===== src/cesd_pkg.sv =====
`default_nettype none

package cesd_pkg;

	// decoder state codes
	localparam logic [2:0] ST_PLAIN = 3'd0;
	localparam logic [2:0] ST_ESC   = 3'd1;
	localparam logic [2:0] ST_OCT1  = 3'd2;
	localparam logic [2:0] ST_OCT2  = 3'd3;
	localparam logic [2:0] ST_HEX0  = 3'd4;
	localparam logic [2:0] ST_HEXN  = 3'd5;

	// result kinds
	localparam logic KIND_BYTE    = 1'b0;
	localparam logic KIND_SUMMARY = 1'b1;

	// source characters
	localparam logic [7:0] CH_BSLASH = 8'h5C;
	localparam logic [7:0] CH_X      = 8'h78;
	localparam logic [7:0] CH_SQUOTE = 8'h27;
	localparam logic [7:0] CH_DQUOTE = 8'h22;
	localparam logic [7:0] CH_QMARK  = 8'h3F;
	localparam logic [7:0] CH_LC_A   = 8'h61;
	localparam logic [7:0] CH_LC_B   = 8'h62;
	localparam logic [7:0] CH_LC_F   = 8'h66;
	localparam logic [7:0] CH_LC_N   = 8'h6E;
	localparam logic [7:0] CH_LC_R   = 8'h72;
	localparam logic [7:0] CH_LC_T   = 8'h74;
	localparam logic [7:0] CH_LC_V   = 8'h76;
	localparam logic [7:0] CH_DIG_0  = 8'h30;
	localparam logic [7:0] CH_DIG_7  = 8'h37;
	localparam logic [7:0] CH_DIG_9  = 8'h39;
	localparam logic [7:0] CH_UC_A   = 8'h41;
	localparam logic [7:0] CH_UC_F   = 8'h46;

	// control codes produced by simple escapes
	localparam logic [7:0] CC_BEL = 8'h07;
	localparam logic [7:0] CC_BS  = 8'h08;
	localparam logic [7:0] CC_TAB = 8'h09;
	localparam logic [7:0] CC_LF  = 8'h0A;
	localparam logic [7:0] CC_VT  = 8'h0B;
	localparam logic [7:0] CC_FF  = 8'h0C;
	localparam logic [7:0] CC_CR  = 8'h0D;

	typedef struct packed {
		logic [7:0] data_byte;
		logic       is_end;
	} src_item_t;

	typedef struct packed {
		logic        result_kind;
		logic [7:0]  out_byte;
		logic [15:0] out_index;
		logic [31:0] total_length;
		logic [31:0] error_count;
		logic [15:0] terminator_index;
		logic        last;
	} dst_item_t;

	// up to two results written per decoded beat, first one first
	typedef struct packed {
		logic      en0;
		logic      en1;
		dst_item_t item0;
		dst_item_t item1;
	} res_wr_t;

	function automatic logic is_oct(input logic [7:0] b);
		return (b >= CH_DIG_0) && (b <= CH_DIG_7);
	endfunction

	function automatic logic [2:0] oct_val(input logic [7:0] b);
		return b[2:0];
	endfunction

	// {valid, value}
	function automatic logic [4:0] hex_val(input logic [7:0] b);
		logic [7:0] d;
		d = 8'd0;
		if (b >= CH_DIG_0 && b <= CH_DIG_9) begin
			d = b - CH_DIG_0;
			return {1'b1, d[3:0]};
		end
		if (b >= CH_LC_A && b <= CH_LC_F) begin
			d = b - CH_LC_A + 8'd10;
			return {1'b1, d[3:0]};
		end
		if (b >= CH_UC_A && b <= CH_UC_F) begin
			d = b - CH_UC_A + 8'd10;
			return {1'b1, d[3:0]};
		end
		return 5'd0;
	endfunction

	// {known, byte}; an unknown escape passes the byte through
	function automatic logic [8:0] simple_escape(input logic [7:0] b);
		logic [8:0] r;
		unique case (b)
			CH_SQUOTE: r = {1'b1, CH_SQUOTE};
			CH_DQUOTE: r = {1'b1, CH_DQUOTE};
			CH_QMARK:  r = {1'b1, CH_QMARK};
			CH_BSLASH: r = {1'b1, CH_BSLASH};
			CH_LC_A:   r = {1'b1, CC_BEL};
			CH_LC_B:   r = {1'b1, CC_BS};
			CH_LC_F:   r = {1'b1, CC_FF};
			CH_LC_N:   r = {1'b1, CC_LF};
			CH_LC_R:   r = {1'b1, CC_CR};
			CH_LC_T:   r = {1'b1, CC_TAB};
			CH_LC_V:   r = {1'b1, CC_VT};
			default:   r = {1'b0, b};
		endcase
		return r;
	endfunction

endpackage

`default_nettype wire


===== src/c_escape_sequence_decoder_top.sv =====
// a source beat is captured in the input register, then its results are written into the result queue
// throughput: one source beat per cycle while the queue has room; a two-result beat takes
//   two slots; the four-entry queue stalls the source when fewer than two slots are free
// reset: arst_n clears decoder state and counters, empties the queue, capacity to 65535
`default_nettype none

module c_escape_sequence_decoder_top #(
	parameter int COUNT_BITS = 32
) (
	input  wire logic                clk,
	input  wire logic                arst_n,
	input  wire logic                cfg_we,
	input  wire logic [15:0]         cfg_wdata,
	input  wire logic                src_valid,
	output logic                     src_stall,
	input  wire cesd_pkg::src_item_t src_item,
	output logic                     dst_valid,
	input  wire logic                dst_stall,
	output cesd_pkg::dst_item_t      dst_item
);

	import cesd_pkg::*;

	logic [15:0] cap_q;
	logic        room;
	res_wr_t     wr;

	// capacity register
	always_ff @(posedge clk or negedge arst_n) begin
		if (!arst_n) begin
			cap_q <= 16'hFFFF;
		end else if (cfg_we) begin
			cap_q <= cfg_wdata;
		end
	end

	cesd_decode #(.COUNT_BITS(COUNT_BITS)) u_decode (
		.clk(clk), .arst_n(arst_n), .cap(cap_q),
		.src_valid(src_valid), .src_item(src_item), .src_stall(src_stall),
		.room(room), .wr(wr)
	);

	cesd_fifo u_fifo (
		.clk(clk), .arst_n(arst_n), .wr(wr), .room(room),
		.dst_valid(dst_valid), .dst_stall(dst_stall), .dst_item(dst_item)
	);

`ifndef NO_ASSERTIONS
	// a stored byte always sits below the terminator slot
	a_index_in_cap: assert property (@(posedge clk) disable iff (!arst_n)
		dst_valid && dst_item.result_kind == KIND_BYTE
		|-> ({1'b0, dst_item.out_index} + 17'd1) < {1'b0, cap_q})
		else $error("byte index beyond capacity");

	// the summary is always the final beat of its item
	a_summary_last: assert property (@(posedge clk) disable iff (!arst_n)
		dst_valid && dst_item.result_kind == KIND_SUMMARY |-> dst_item.last)
		else $error("summary without last");

	// a byte that is not last must be followed by a further result
	a_pair_follows: assert property (@(posedge clk) disable iff (!arst_n)
		dst_valid && !dst_stall && !dst_item.last |=> dst_valid)
		else $error("first of two results without its follower");
`endif

endmodule

`default_nettype wire


===== src/cesd_emit.sv =====
`default_nettype none

module cesd_emit #(
	parameter int COUNT_BITS = 32
) (
	input  wire logic                  en,
	input  wire logic [15:0]           cap,
	input  wire logic [COUNT_BITS-1:0] needed,
	input  wire logic [15:0]           stored,
	input  wire logic                  sync,
	output logic                       store,
	output logic [COUNT_BITS-1:0]      needed_nx,
	output logic [15:0]                stored_nx,
	output logic                       sync_nx
);

	localparam logic [COUNT_BITS-1:0] CNT_MAX = {COUNT_BITS{1'b1}};

	logic [16:0] stored_inc;

	// a byte is kept only while nothing was dropped and there is room left
	assign stored_inc = {1'b0, stored} + 17'd1;
	assign store      = en && sync && (stored_inc < {1'b0, cap});

	always_comb begin
		needed_nx = needed;
		stored_nx = stored;
		sync_nx   = sync;
		if (en) begin
			if (needed != CNT_MAX)
				needed_nx = needed + 1'b1;
			if (store) begin
				stored_nx = stored_inc[15:0];
				// still in step unless the needed count has just saturated
				sync_nx   = 64'(stored_inc[15:0]) != 64'(CNT_MAX);
			end else begin
				sync_nx = 1'b0;
			end
		end
	end

endmodule

`default_nettype wire


===== src/cesd_decode.sv =====
`default_nettype none

module cesd_decode #(
	parameter int COUNT_BITS = 32
) (
	input  wire logic              clk,
	input  wire logic              arst_n,
	input  wire logic [15:0]       cap,
	input  wire logic              src_valid,
	input  wire cesd_pkg::src_item_t src_item,
	output logic                   src_stall,
	input  wire logic              room,
	output cesd_pkg::res_wr_t      wr
);

	import cesd_pkg::*;

	localparam logic [COUNT_BITS-1:0] CNT_MAX = {COUNT_BITS{1'b1}};

	logic                  valid_s1;
	src_item_t             item_s1;
	logic                  advance;

	logic [2:0]            st_q, st_nx;
	logic [7:0]            pend_q, pend_nx;
	logic [COUNT_BITS-1:0] needed_q;
	logic [COUNT_BITS-1:0] failure_q, failure_nx;
	logic [15:0]           stored_q;
	logic                  sync_q;

	logic                  a_en, b_en, err_inc;
	logic [7:0]            a_val, b;
	logic [8:0]            esc;
	logic [4:0]            hx;

	logic                  s0, s1st, sync0, sync1;
	logic [COUNT_BITS-1:0] need0, need1;
	logic [15:0]           stor0, stor1;
	logic [63:0]           need64, fail64;

	// input stage
	assign advance   = valid_s1 && room;
	assign src_stall = valid_s1 && !room;

	always_ff @(posedge clk or negedge arst_n) begin
		if (!arst_n) begin
			valid_s1 <= 1'b0;
		end else if (src_valid && !src_stall) begin
			valid_s1 <= 1'b1;
		end else if (advance) begin
			valid_s1 <= 1'b0;
		end
	end

	always_ff @(posedge clk) begin
		if (src_valid && !src_stall)
			item_s1 <= src_item;
	end

	// escape state machine
	assign b   = item_s1.data_byte;
	assign esc = simple_escape(b);
	assign hx  = hex_val(b);

	always_comb begin
		st_nx   = st_q;
		pend_nx = pend_q;
		a_en    = 1'b0;
		a_val   = b;
		b_en    = 1'b0;
		err_inc = 1'b0;
		if (item_s1.is_end) begin
			if (st_q == ST_OCT1 || st_q == ST_OCT2 || st_q == ST_HEXN) begin
				a_en  = 1'b1;
				a_val = pend_q;
			end else if (st_q == ST_ESC || st_q == ST_HEX0) begin
				err_inc = 1'b1;
			end
			st_nx   = ST_PLAIN;
			pend_nx = 8'd0;
		end else begin
			unique case (st_q)
				ST_ESC: begin
					if (b == CH_X) begin
						st_nx = ST_HEX0;
					end else if (is_oct(b)) begin
						pend_nx = {5'd0, oct_val(b)};
						st_nx   = ST_OCT1;
					end else begin
						a_en    = 1'b1;
						a_val   = esc[7:0];
						err_inc = !esc[8];
						st_nx   = ST_PLAIN;
					end
				end
				ST_HEX0: begin
					if (hx[4]) begin
						pend_nx = {4'd0, hx[3:0]};
						st_nx   = ST_HEXN;
					end else begin
						err_inc = 1'b1;
						a_en    = 1'b1;
						st_nx   = ST_PLAIN;
					end
				end
				ST_HEXN, ST_OCT1, ST_OCT2: begin
					if (st_q == ST_HEXN && hx[4]) begin
						pend_nx = {pend_q[3:0], hx[3:0]};
					end else if (st_q == ST_OCT1 && is_oct(b)) begin
						pend_nx = {pend_q[4:0], oct_val(b)};
						st_nx   = ST_OCT2;
					end else if (st_q == ST_OCT2 && is_oct(b)) begin
						pend_nx = {pend_q[4:0], oct_val(b)};
						a_en    = 1'b1;
						a_val   = {pend_q[4:0], oct_val(b)};
						st_nx   = ST_PLAIN;
					end else begin
						// digit run ends: flush it, then take the byte as plain
						a_en  = 1'b1;
						a_val = pend_q;
						if (b == CH_BSLASH) begin
							st_nx = ST_ESC;
						end else begin
							b_en  = 1'b1;
							st_nx = ST_PLAIN;
						end
					end
				end
				default: begin
					if (b == CH_BSLASH) begin
						st_nx = ST_ESC;
					end else begin
						a_en  = 1'b1;
						st_nx = ST_PLAIN;
					end
				end
			endcase
		end
	end

	assign failure_nx = (err_inc && failure_q != CNT_MAX) ? failure_q + 1'b1 : failure_q;

	// two emits in sequence
	cesd_emit #(.COUNT_BITS(COUNT_BITS)) u_emit0 (
		.en(a_en), .cap(cap), .needed(needed_q), .stored(stored_q), .sync(sync_q),
		.store(s0), .needed_nx(need0), .stored_nx(stor0), .sync_nx(sync0)
	);

	cesd_emit #(.COUNT_BITS(COUNT_BITS)) u_emit1 (
		.en(b_en), .cap(cap), .needed(need0), .stored(stor0), .sync(sync0),
		.store(s1st), .needed_nx(need1), .stored_nx(stor1), .sync_nx(sync1)
	);

	// result beats
	assign need64 = 64'(need0);
	assign fail64 = 64'(failure_nx);

	always_comb begin
		wr.en0                         = advance && s0;
		wr.en1                         = advance && (s1st || item_s1.is_end);
		wr.item0                       = '0;
		wr.item0.result_kind           = KIND_BYTE;
		wr.item0.out_byte              = a_val;
		wr.item0.out_index             = stored_q;
		wr.item0.last                  = !(s1st || item_s1.is_end);
		wr.item1                       = '0;
		wr.item1.last                  = 1'b1;
		if (item_s1.is_end) begin
			wr.item1.result_kind      = KIND_SUMMARY;
			wr.item1.total_length     = (need64 > 64'hFFFF_FFFF) ? 32'hFFFF_FFFF
				: need64[31:0];
			wr.item1.error_count      = (fail64 > 64'hFFFF_FFFF) ? 32'hFFFF_FFFF
				: fail64[31:0];
			wr.item1.terminator_index = stor0;
		end else begin
			wr.item1.result_kind      = KIND_BYTE;
			wr.item1.out_byte         = b;
			wr.item1.out_index        = stor0;
		end
	end

	// decoder state, cleared by an end beat
	always_ff @(posedge clk or negedge arst_n) begin
		if (!arst_n) begin
			st_q      <= ST_PLAIN;
			pend_q    <= 8'd0;
			needed_q  <= '0;
			stored_q  <= 16'd0;
			failure_q <= '0;
			sync_q    <= 1'b1;
		end else if (advance) begin
			st_q   <= st_nx;
			pend_q <= pend_nx;
			if (item_s1.is_end) begin
				needed_q  <= '0;
				stored_q  <= 16'd0;
				failure_q <= '0;
				sync_q    <= 1'b1;
			end else begin
				needed_q  <= need1;
				stored_q  <= stor1;
				failure_q <= failure_nx;
				sync_q    <= sync1;
			end
		end
	end

endmodule

`default_nettype wire


===== src/cesd_fifo.sv =====
`default_nettype none

module cesd_fifo (
	input  wire logic                clk,
	input  wire logic                arst_n,
	input  wire cesd_pkg::res_wr_t   wr,
	output logic                     room,
	output logic                     dst_valid,
	input  wire logic                dst_stall,
	output cesd_pkg::dst_item_t      dst_item
);

	import cesd_pkg::*;

	dst_item_t  mem_q [4];
	logic [1:0] wr_ptr_q, rd_ptr_q;
	logic [2:0] count_q;
	logic       pop;
	logic [1:0] n_wr;

	assign dst_valid = count_q != 3'd0;
	assign dst_item  = mem_q[rd_ptr_q];
	assign pop       = dst_valid && !dst_stall;
	// space for a full two-result beat
	assign room      = count_q <= 3'd2;
	assign n_wr      = {1'b0, wr.en0} + {1'b0, wr.en1};

	always_ff @(posedge clk) begin
		if (wr.en0)
			mem_q[wr_ptr_q] <= wr.item0;
		if (wr.en1)
			mem_q[wr_ptr_q + {1'b0, wr.en0}] <= wr.item1;
	end

	always_ff @(posedge clk or negedge arst_n) begin
		if (!arst_n) begin
			wr_ptr_q <= 2'd0;
			rd_ptr_q <= 2'd0;
			count_q  <= 3'd0;
		end else begin
			wr_ptr_q <= wr_ptr_q + n_wr;
			if (pop)
				rd_ptr_q <= rd_ptr_q + 2'd1;
			count_q <= count_q + {1'b0, n_wr} - {2'd0, pop};
		end
	end

endmodule

`default_nettype wire


===== config.mk =====
export PLATFORM = sky130hd
export DESIGN_NAME = c_escape_sequence_decoder_top
export DESIGN_NICKNAME = d
export VERILOG_FILES = /design/src/cesd_pkg.sv /design/src/c_escape_sequence_decoder_top.sv /design/src/cesd_emit.sv /design/src/cesd_decode.sv /design/src/cesd_fifo.sv
export SDC_FILE = /design/constraint.sdc
export NUM_CORES = 1
export LEC_CHECK = 0
export BUFFER_PORTS_ARGS = -buffer_cell sky130_fd_sc_hd__buf_2
export CORE_MARGIN = 3
export CORE_UTILIZATION = 63
export CTS_CLUSTER_SIZE = 20
export DETAILED_ROUTE_END_ITERATION = 7
export GPL_TIMING_DRIVEN = 0
export PLACE_DENSITY = 0.81
export SLEW_MARGIN = 0
export SYNTH_ARGS = -nofsm -noshare
export SYNTH_HDL_FRONTEND = slang
export SYNTH_HIERARCHICAL = 1
export SYNTH_SLANG_ARGS = --single-unit

===== constraint.sdc =====
create_clock -name clk -period 15.7 [get_ports clk]
set_input_delay 0.785 -clock clk [delete_from_list [all_inputs] [get_ports clk]]
set_output_delay 0.785 -clock clk [all_outputs]
set_load 0.02 [all_outputs]

# --- Yosys cells after proc, flatten, opt, wreduce, memory -nomap -nowiden ---
# Memory sizes are Yosys's and may differ from the RTL's.
# Index checks and enable logic that the tools add are counted.
classes:
  n_eq_ne: 24
  bitwise_logic: 0
  reduce_logical: 33
  mul: 0
  shifts: 0
  add_sub_neg: 16
  div: 0
  mux: 85
  order_cmp: 12
op_table:
  columns: ["op", "count"]
  rows:
  - ["32-bit 2-to-1 mux", 9]
  - ["8-bit 2-to-1 mux", 13]
  - ["9-bit case mux with 11 select lines", 1]
  - ["32-bit by 1-bit adder with 32-bit output (second input constant)", 3]
  - ["32-bit inequality test (second input constant)", 3]
  - ["16-bit 2-to-1 mux", 5]
  - ["80-bit 2-to-1 mux", 1]
  - ["8-bit by 7-bit == test with 1-bit output (second input constant)", 9]
  - ["32-bit greater-than comparator (second input constant)", 2]
  - ["1-bit 2-to-1 mux", 37]
  - ["16-bit by 1-bit adder with 17-bit output (second input constant)", 2]
  - ["17-bit by 16-bit < comparator with 1-bit output", 2]
  - ["5-bit 2-to-1 mux", 6]
  - ["8-bit by 6-bit == test with 1-bit output (second input constant)", 3]
  - ["24-bit 2-to-1 mux", 1]
  - ["8-bit case mux with 3 select lines", 1]
  - ["1-bit logical AND", 18]
  - ["3-bit 2-to-1 mux", 6]
  - ["8-bit by 7-bit >= comparator with 1-bit output (second input constant)", 2]
  - ["8-bit by 6-bit <= comparator with 1-bit output (second input constant)", 2]
  - ["8-bit by 7-bit <= comparator with 1-bit output (second input constant)", 2]
  - ["8-bit case mux with 2 select lines", 1]
  - ["4-bit by 1-bit subtractor with 4-bit output (second input constant)", 3]
  - ["3-bit by 2-bit inequality test with 1-bit output (second input constant)", 3]
  - ["25 further kinds", 35]
word_totals:
  in_bits: 30
  ram_bits: 424
  mem_count: 1
  register_bits: 125
  romBits: 0
  latch_bits: 0
  output_inout_bits: 108
mem_list:
  columns: ["name", "depth", "word_bits", "rd", "rd_ports_with_merged_regs", "wr", "line_no", "rtl"]
  rows:
  - ["u_fifo.mem_q", 4, 106, 1, 0, 2, "cesd_fifo.sv:15", "dst_item_t mem_q [4];"]

# --- Logic depth before layout (Yosys ltp) ---
logic_depth:
  ltp_word: 25
  ltp_mapped: 38
  mapped_depth_nobuf: 35

# --- Modules after synthesis ---
# The synthesis kept the hierarchy.
by_module_without_submodules:
  columns: ["mod", "cells_each", "seq_area_each_um2", "area_each_um2", "n_inst"]
  rows:
  - ["cesd_fifo", 1069, 12907.4, 20701.1, 1]
  - ["cesd_decode", 1042, 2598.7, 8002.7, 1]
  - ["cesd_emit", 219, 0.0, 1544.0, 2]
  - ["c_escape_sequence_decoder_top", 34, 420.4, 669.4, 1]

# --- Worst setup path before layout ---
# Ideal clock, no wire load.
synth_timing:
  kind: "reg-to-reg"
  from: "register u_decode.item_s1 (netlist bit u_decode/b[0])"
  to: "memory u_fifo/mem_q[3][0] (netlist bit) (enable)"
  path_buffers: 2
  arrival_time_ns: 11.157
  setup_time_ns: 0.608
  path_slack_ns: 3.935
  path_stages_with_launch: 28
  required_ns: 15.092
  path_cell_list: "edfxtp_1 -> inv_1 -> ha_1 -> a2111oi_4 -> o21ba_4 -> a21oi_1 -> o22ai_1 -> o31a_1 -> nand2_1 -> a211oi_1 -> o21ai_0 -> nor3_2 -> buf_2 -> xor2_1 -> ha_1 -> nand3_1 -> nor4_1 -> xor2_1 -> ha_1 -> a21o_1 -> a211oi_1 -> o21ai_0 -> nor3_2 -> buf_2 -> nor2_1 -> nor2_1 -> nand2_1 -> o22ai_1"
synth_rtl:
  columns: ["element", "line_no", "rtl"]
  rows:
  - ["from (decl)", "cesd_decode.sv:21", "src_item_t item_s1;"]
  - ["from (signal assigned)", "cesd_decode.sv:57", "item_s1 <= src_item;"]
  - ["to (decl)", "cesd_fifo.sv:15", null]

==> flow_summary.toml <==
[synthesis]
synthSimpleGateAreaFrac_pct = 10.92
synthXorXnorAreaFrac_pct = 3.804
seq_area_frac_synth_pct = 49.06
netlist-cell-type-count = 94
synthTopCellsByArea = "edfxtp_1 (40%), mux2_2 (14%), dfrtp_1 (7.6%)"
yosysTopAreaCell = "edfxtp_1"
synth-seq-cells = 549
synth_compound_area_share_pct = 6.252
synth_top_family_by_area = "multiplexers"
synthAdderAreaFrac_pct = 1.835
netlist_area_um2 = 32460
synth_edf_count = 433
syn_avg_cell_area_um2 = 12.57
synthArstFlopShare_pct = 21.13
synth_mux_area_share_pct = 23.12
yosys_warnings = 6
syn-instance-count = 2583
netlist.area_leader.share_pct = 40.06
synth_flop_cell = "edfxtp_1"

[clock_network]
worst_skew_pair.late_latency_ns = 0.61
clockBufferDepth = 3
postCtsSetupRepairBufs = 0
cts_resized = 0
cts_inserted_buffers = 57
cts_root_buffer = "clkbuf_16"
clk_pin_slew_ns = 0.06
htreeDepth = 2
hold_buffers = 0
cts.sinks = 549
cts_tree = "built"

[timing]
post-route-period-util_pct = 75.24
fin_ws_ns = 3.888
setup_violations = 0
finalMaxSlewViolations = 0
tightest_slew_ns = 1.223
relSlewSlack_pct = 18.50
fmax_mhz = 84.66
finalHoldViolCount = 0
finClkSkew_ns = 0.01433
rsz0062_at_grt = "no"
fin_crit_ns = 11.81

[grt]
grt_pass1_vias = 23652
antenna_found_initial = 1
grt_start_max_net_pins = 62
grtUsageTotal_pct = 32.58
grt.overflow.total = 0
grt_pass1_wl_um = 136200

[route]
drc = 0
drtIter0Drc = 2325
firstDrtPassIters = 5
vias_per_cell = 6.383
totalWireLength_um = 87910
num_vias = 22960
post_drt_wl_per_cell_um = 24.44
detail-route-antenna-nets = 0

[worst_setup_path]
arrival_ns = 12.13
slowest_delay_ns = 0.90
cp-start-kind = "register"
worstReg2RegEnd = "u_fifo/mem_q[1][37]$_DFFE_PP_"
cp.buffers_inverters = 11
crit_path_end_kind = "register"
r2r_slack_ns = 3.89
crit_path_start = "u_decode/item_s1[0]$_DFFE_PP_"
timing.rr.start = "u_decode/item_s1[0]$_DFFE_PP_"
critPathSlowestCell = "nor4_1"
cp.required_ns = 16.01
r2r_cells = 30
crit_fanout = 23
cpLargestDelayFamily = "buffers and inverters"
cpMostUsedCell = "buf_2"
critPathKind = "reg -> reg"

[finish]
final_util_pct = 72.54
final_net_count = 2955
syn_to_final_growth_pct = 12.81
drive_gt1_share_pct = 33.63
nFillCells = 3381

[power_and_ir_drop]
total_power_uw = 5385
power_density_nw_per_um2 = 147.0
p_leak_uw = 0.01377
ir_drop_mv = 0.08530

[placement]
hpwlAfterDp_um = 60380
gp_congestion = 0.9488
post-place-ws_ns = 4.360
port_buffers = 136

[die]
die_x_um = 233.0
die_y_um = 233.0
die_area_um2 = 54280
io_pins = 138
design.core.area_um2 = 50480
initial_core_util_pct = 64.31
std_cell_rows = 82

[run_status]
run_status = "complete, no violations"

[run]
drv_cap = 0

[hold_path]
hold_path_class = "in -> async"
==> state kept, by name, summed over array words and instances (netlist names), 2 cells and up <==
register            cells
cap_q                  16
u_decode/st_q           3
u_decode/needed_q      32
u_decode/b              8
u_fifo/wr_ptr_q         2
u_decode/stored_q      16
u_fifo/count_q          3
u_fifo/mem_q          424
u_decode/failure_q     32
u_fifo/rd_ptr_q         2
u_decode/pend_q         8
==> area by class of cell <==
class / instances / area, µm² / share of cell area, %
Multi-Input combinational cell: 1809 / 15270 / 41.71
Clock buffer: 78 / 1577 / 4.305
Tap cell: 672 / 840.8 / 2.296
Timing Repair Buffer: 156 / 1147 / 3.133
Clock inverter: 26 / 235.2 / 0.6424
Buffer: 240 / 1371 / 3.745
Sequential cell: 549 / 15930 / 43.49
Antenna cell: 2 / 5.005 / 0.01367
Inverter: 65 / 244.0 / 0.6663
==> layer usage <==
metal | up-vias | global-route usage, % | routed length [µm]
li1 | 10154 | - | -
met1 | 11547 | 42.99 | 34790
met2 | 1048 | 54.85 | 43650
met3 | 211 | 4.591 | 6262
met4 | 0 | 12.80 | 3207
met5 | - | 0 | 0
==> cells in the mapped netlist (7+ instances only) <==
| cell | instances |
|---|---|
| xor2_1 | 52 |
| a221o_1 | 11 |
| o21ai_0 | 91 |
| inv_1 | 65 |
| and3_1 | 30 |
| buf_4 | 86 |
| dfstp_2 | 17 |
| o211ai_1 | 17 |
| or3_1 | 20 |
| nand2b_1 | 18 |
| a21oi_1 | 60 |
| xnor2_1 | 89 |
| mux2_2 | 406 |
| buf_1 | 10 |
| nor3b_1 | 14 |
| nand2_1 | 223 |
| dfrtp_1 | 99 |
| nand4_1 | 36 |
| nor3_1 | 49 |
| a21o_1 | 10 |
| nand3b_1 | 9 |
| a31oi_1 | 9 |
| and4_1 | 13 |
| nor2b_1 | 23 |
| and2_1 | 66 |
| nor2_1 | 74 |
| a211oi_1 | 11 |
| nor4_1 | 7 |
| buf_2 | 67 |
| edfxtp_1 | 433 |
| mux2_1 | 29 |
| mux2i_1 | 7 |
| ha_1 | 46 |
| clkbuf_1 | 68 |
| mux2_4 | 10 |
| nand3_1 | 73 |
| mux4_2 | 106 |
==> cell usage in the layout, fill, tap and decap left out, types with 11 or more instances in the layout <==
| cell | netlist | layout |
|---|---|---|
| conb_1 | 2 | 82 |
| a21oi_1 | 60 | 60 |
| nand4_1 | 36 | 36 |
| buf_12 | 1 | 13 |
| and3_1 | 30 | 30 |
| inv_1 | 65 | 65 |
| and2_1 | 66 | 66 |
| clkbuf_16 | 0 | 58 |
| or3_1 | 20 | 20 |
| buf_4 | 86 | 86 |
| xnor2_1 | 89 | 89 |
| dfstp_2 | 17 | 17 |
| a221o_1 | 11 | 11 |
| o211ai_1 | 17 | 17 |
| nor3b_1 | 14 | 14 |
| a211oi_1 | 11 | 11 |
| mux4_2 | 106 | 106 |
| dfrtp_1 | 99 | 99 |
| o21ai_0 | 91 | 89 |
| nor2b_1 | 23 | 23 |
| mux2_2 | 406 | 406 |
| xor2_1 | 52 | 52 |
| clkbuf_1 | 68 | 83 |
| edfxtp_1 | 433 | 433 |
| mux2_1 | 29 | 29 |
| nand2b_1 | 18 | 18 |
| nand2_1 | 223 | 223 |
| nor2_1 | 74 | 74 |
| and4_1 | 13 | 13 |
| clkinv_2 | 0 | 15 |
| buf_2 | 67 | 202 |
| ha_1 | 46 | 46 |
| nand3_1 | 73 | 73 |
| nor3_1 | 49 | 48 |
==> where the power goes <==
part	leakage, µW	total (µW)	internal, µW	switching (µW)
Combinational	0.00740	2100	812	1280
Clock	0.000899	1330	766	569
Sequential	0.00547	1950	1880	79.2
Total	0.0138	5380	3450	1930
==> how the worst max path moves through the flow <==
stage | endpoint | slack [ns] | cells after the start
after global routing | u_fifo/mem_q[1][47]$_DFFE_PP_ | 3.64 | 33
final | u_fifo/mem_q[1][37]$_DFFE_PP_ | 3.89 | 30
after floorplan | u_fifo/mem_q[3][0]$_DFFE_PP_ | 3.94 | 27
after detailed placement | u_fifo/mem_q[1][38]$_DFFE_PP_ | 4.36 | 33
after global placement | u_fifo/mem_q[2][61]$_DFFE_PP_ | -3.70 | 12
after CTS | u_fifo/mem_q[1][47]$_DFFE_PP_ | 4.25 | 33
==> kinds of logic after synthesis <==
| kind of cell | Yosys count |
|---|---|
| simple gates | 684 |
| mux | 558 |
| flops | 549 |
| buf+inv | 305 |
| compound gates | 297 |
| xor+xnor | 141 |
| fa+ha+maj | 47 |
| other cells | 2 |
==> through the flow <==
step	TNS, ns	instances	area (µm²)	hold WS (ns)
3_3_place_gp	-1088.00	3471	34280	0.4566
4_1_cts	0	3595	36610	0.1663
6_report	0	3597	36620	0.1705
3_5_place_dp	0	3491	34800	0.4627
5_1_grt	0	3595	36610	0.2011
2_1_floorplan	0	2663	32760	0.4424
No activity file was read; power rests on OpenSTA's default activity.
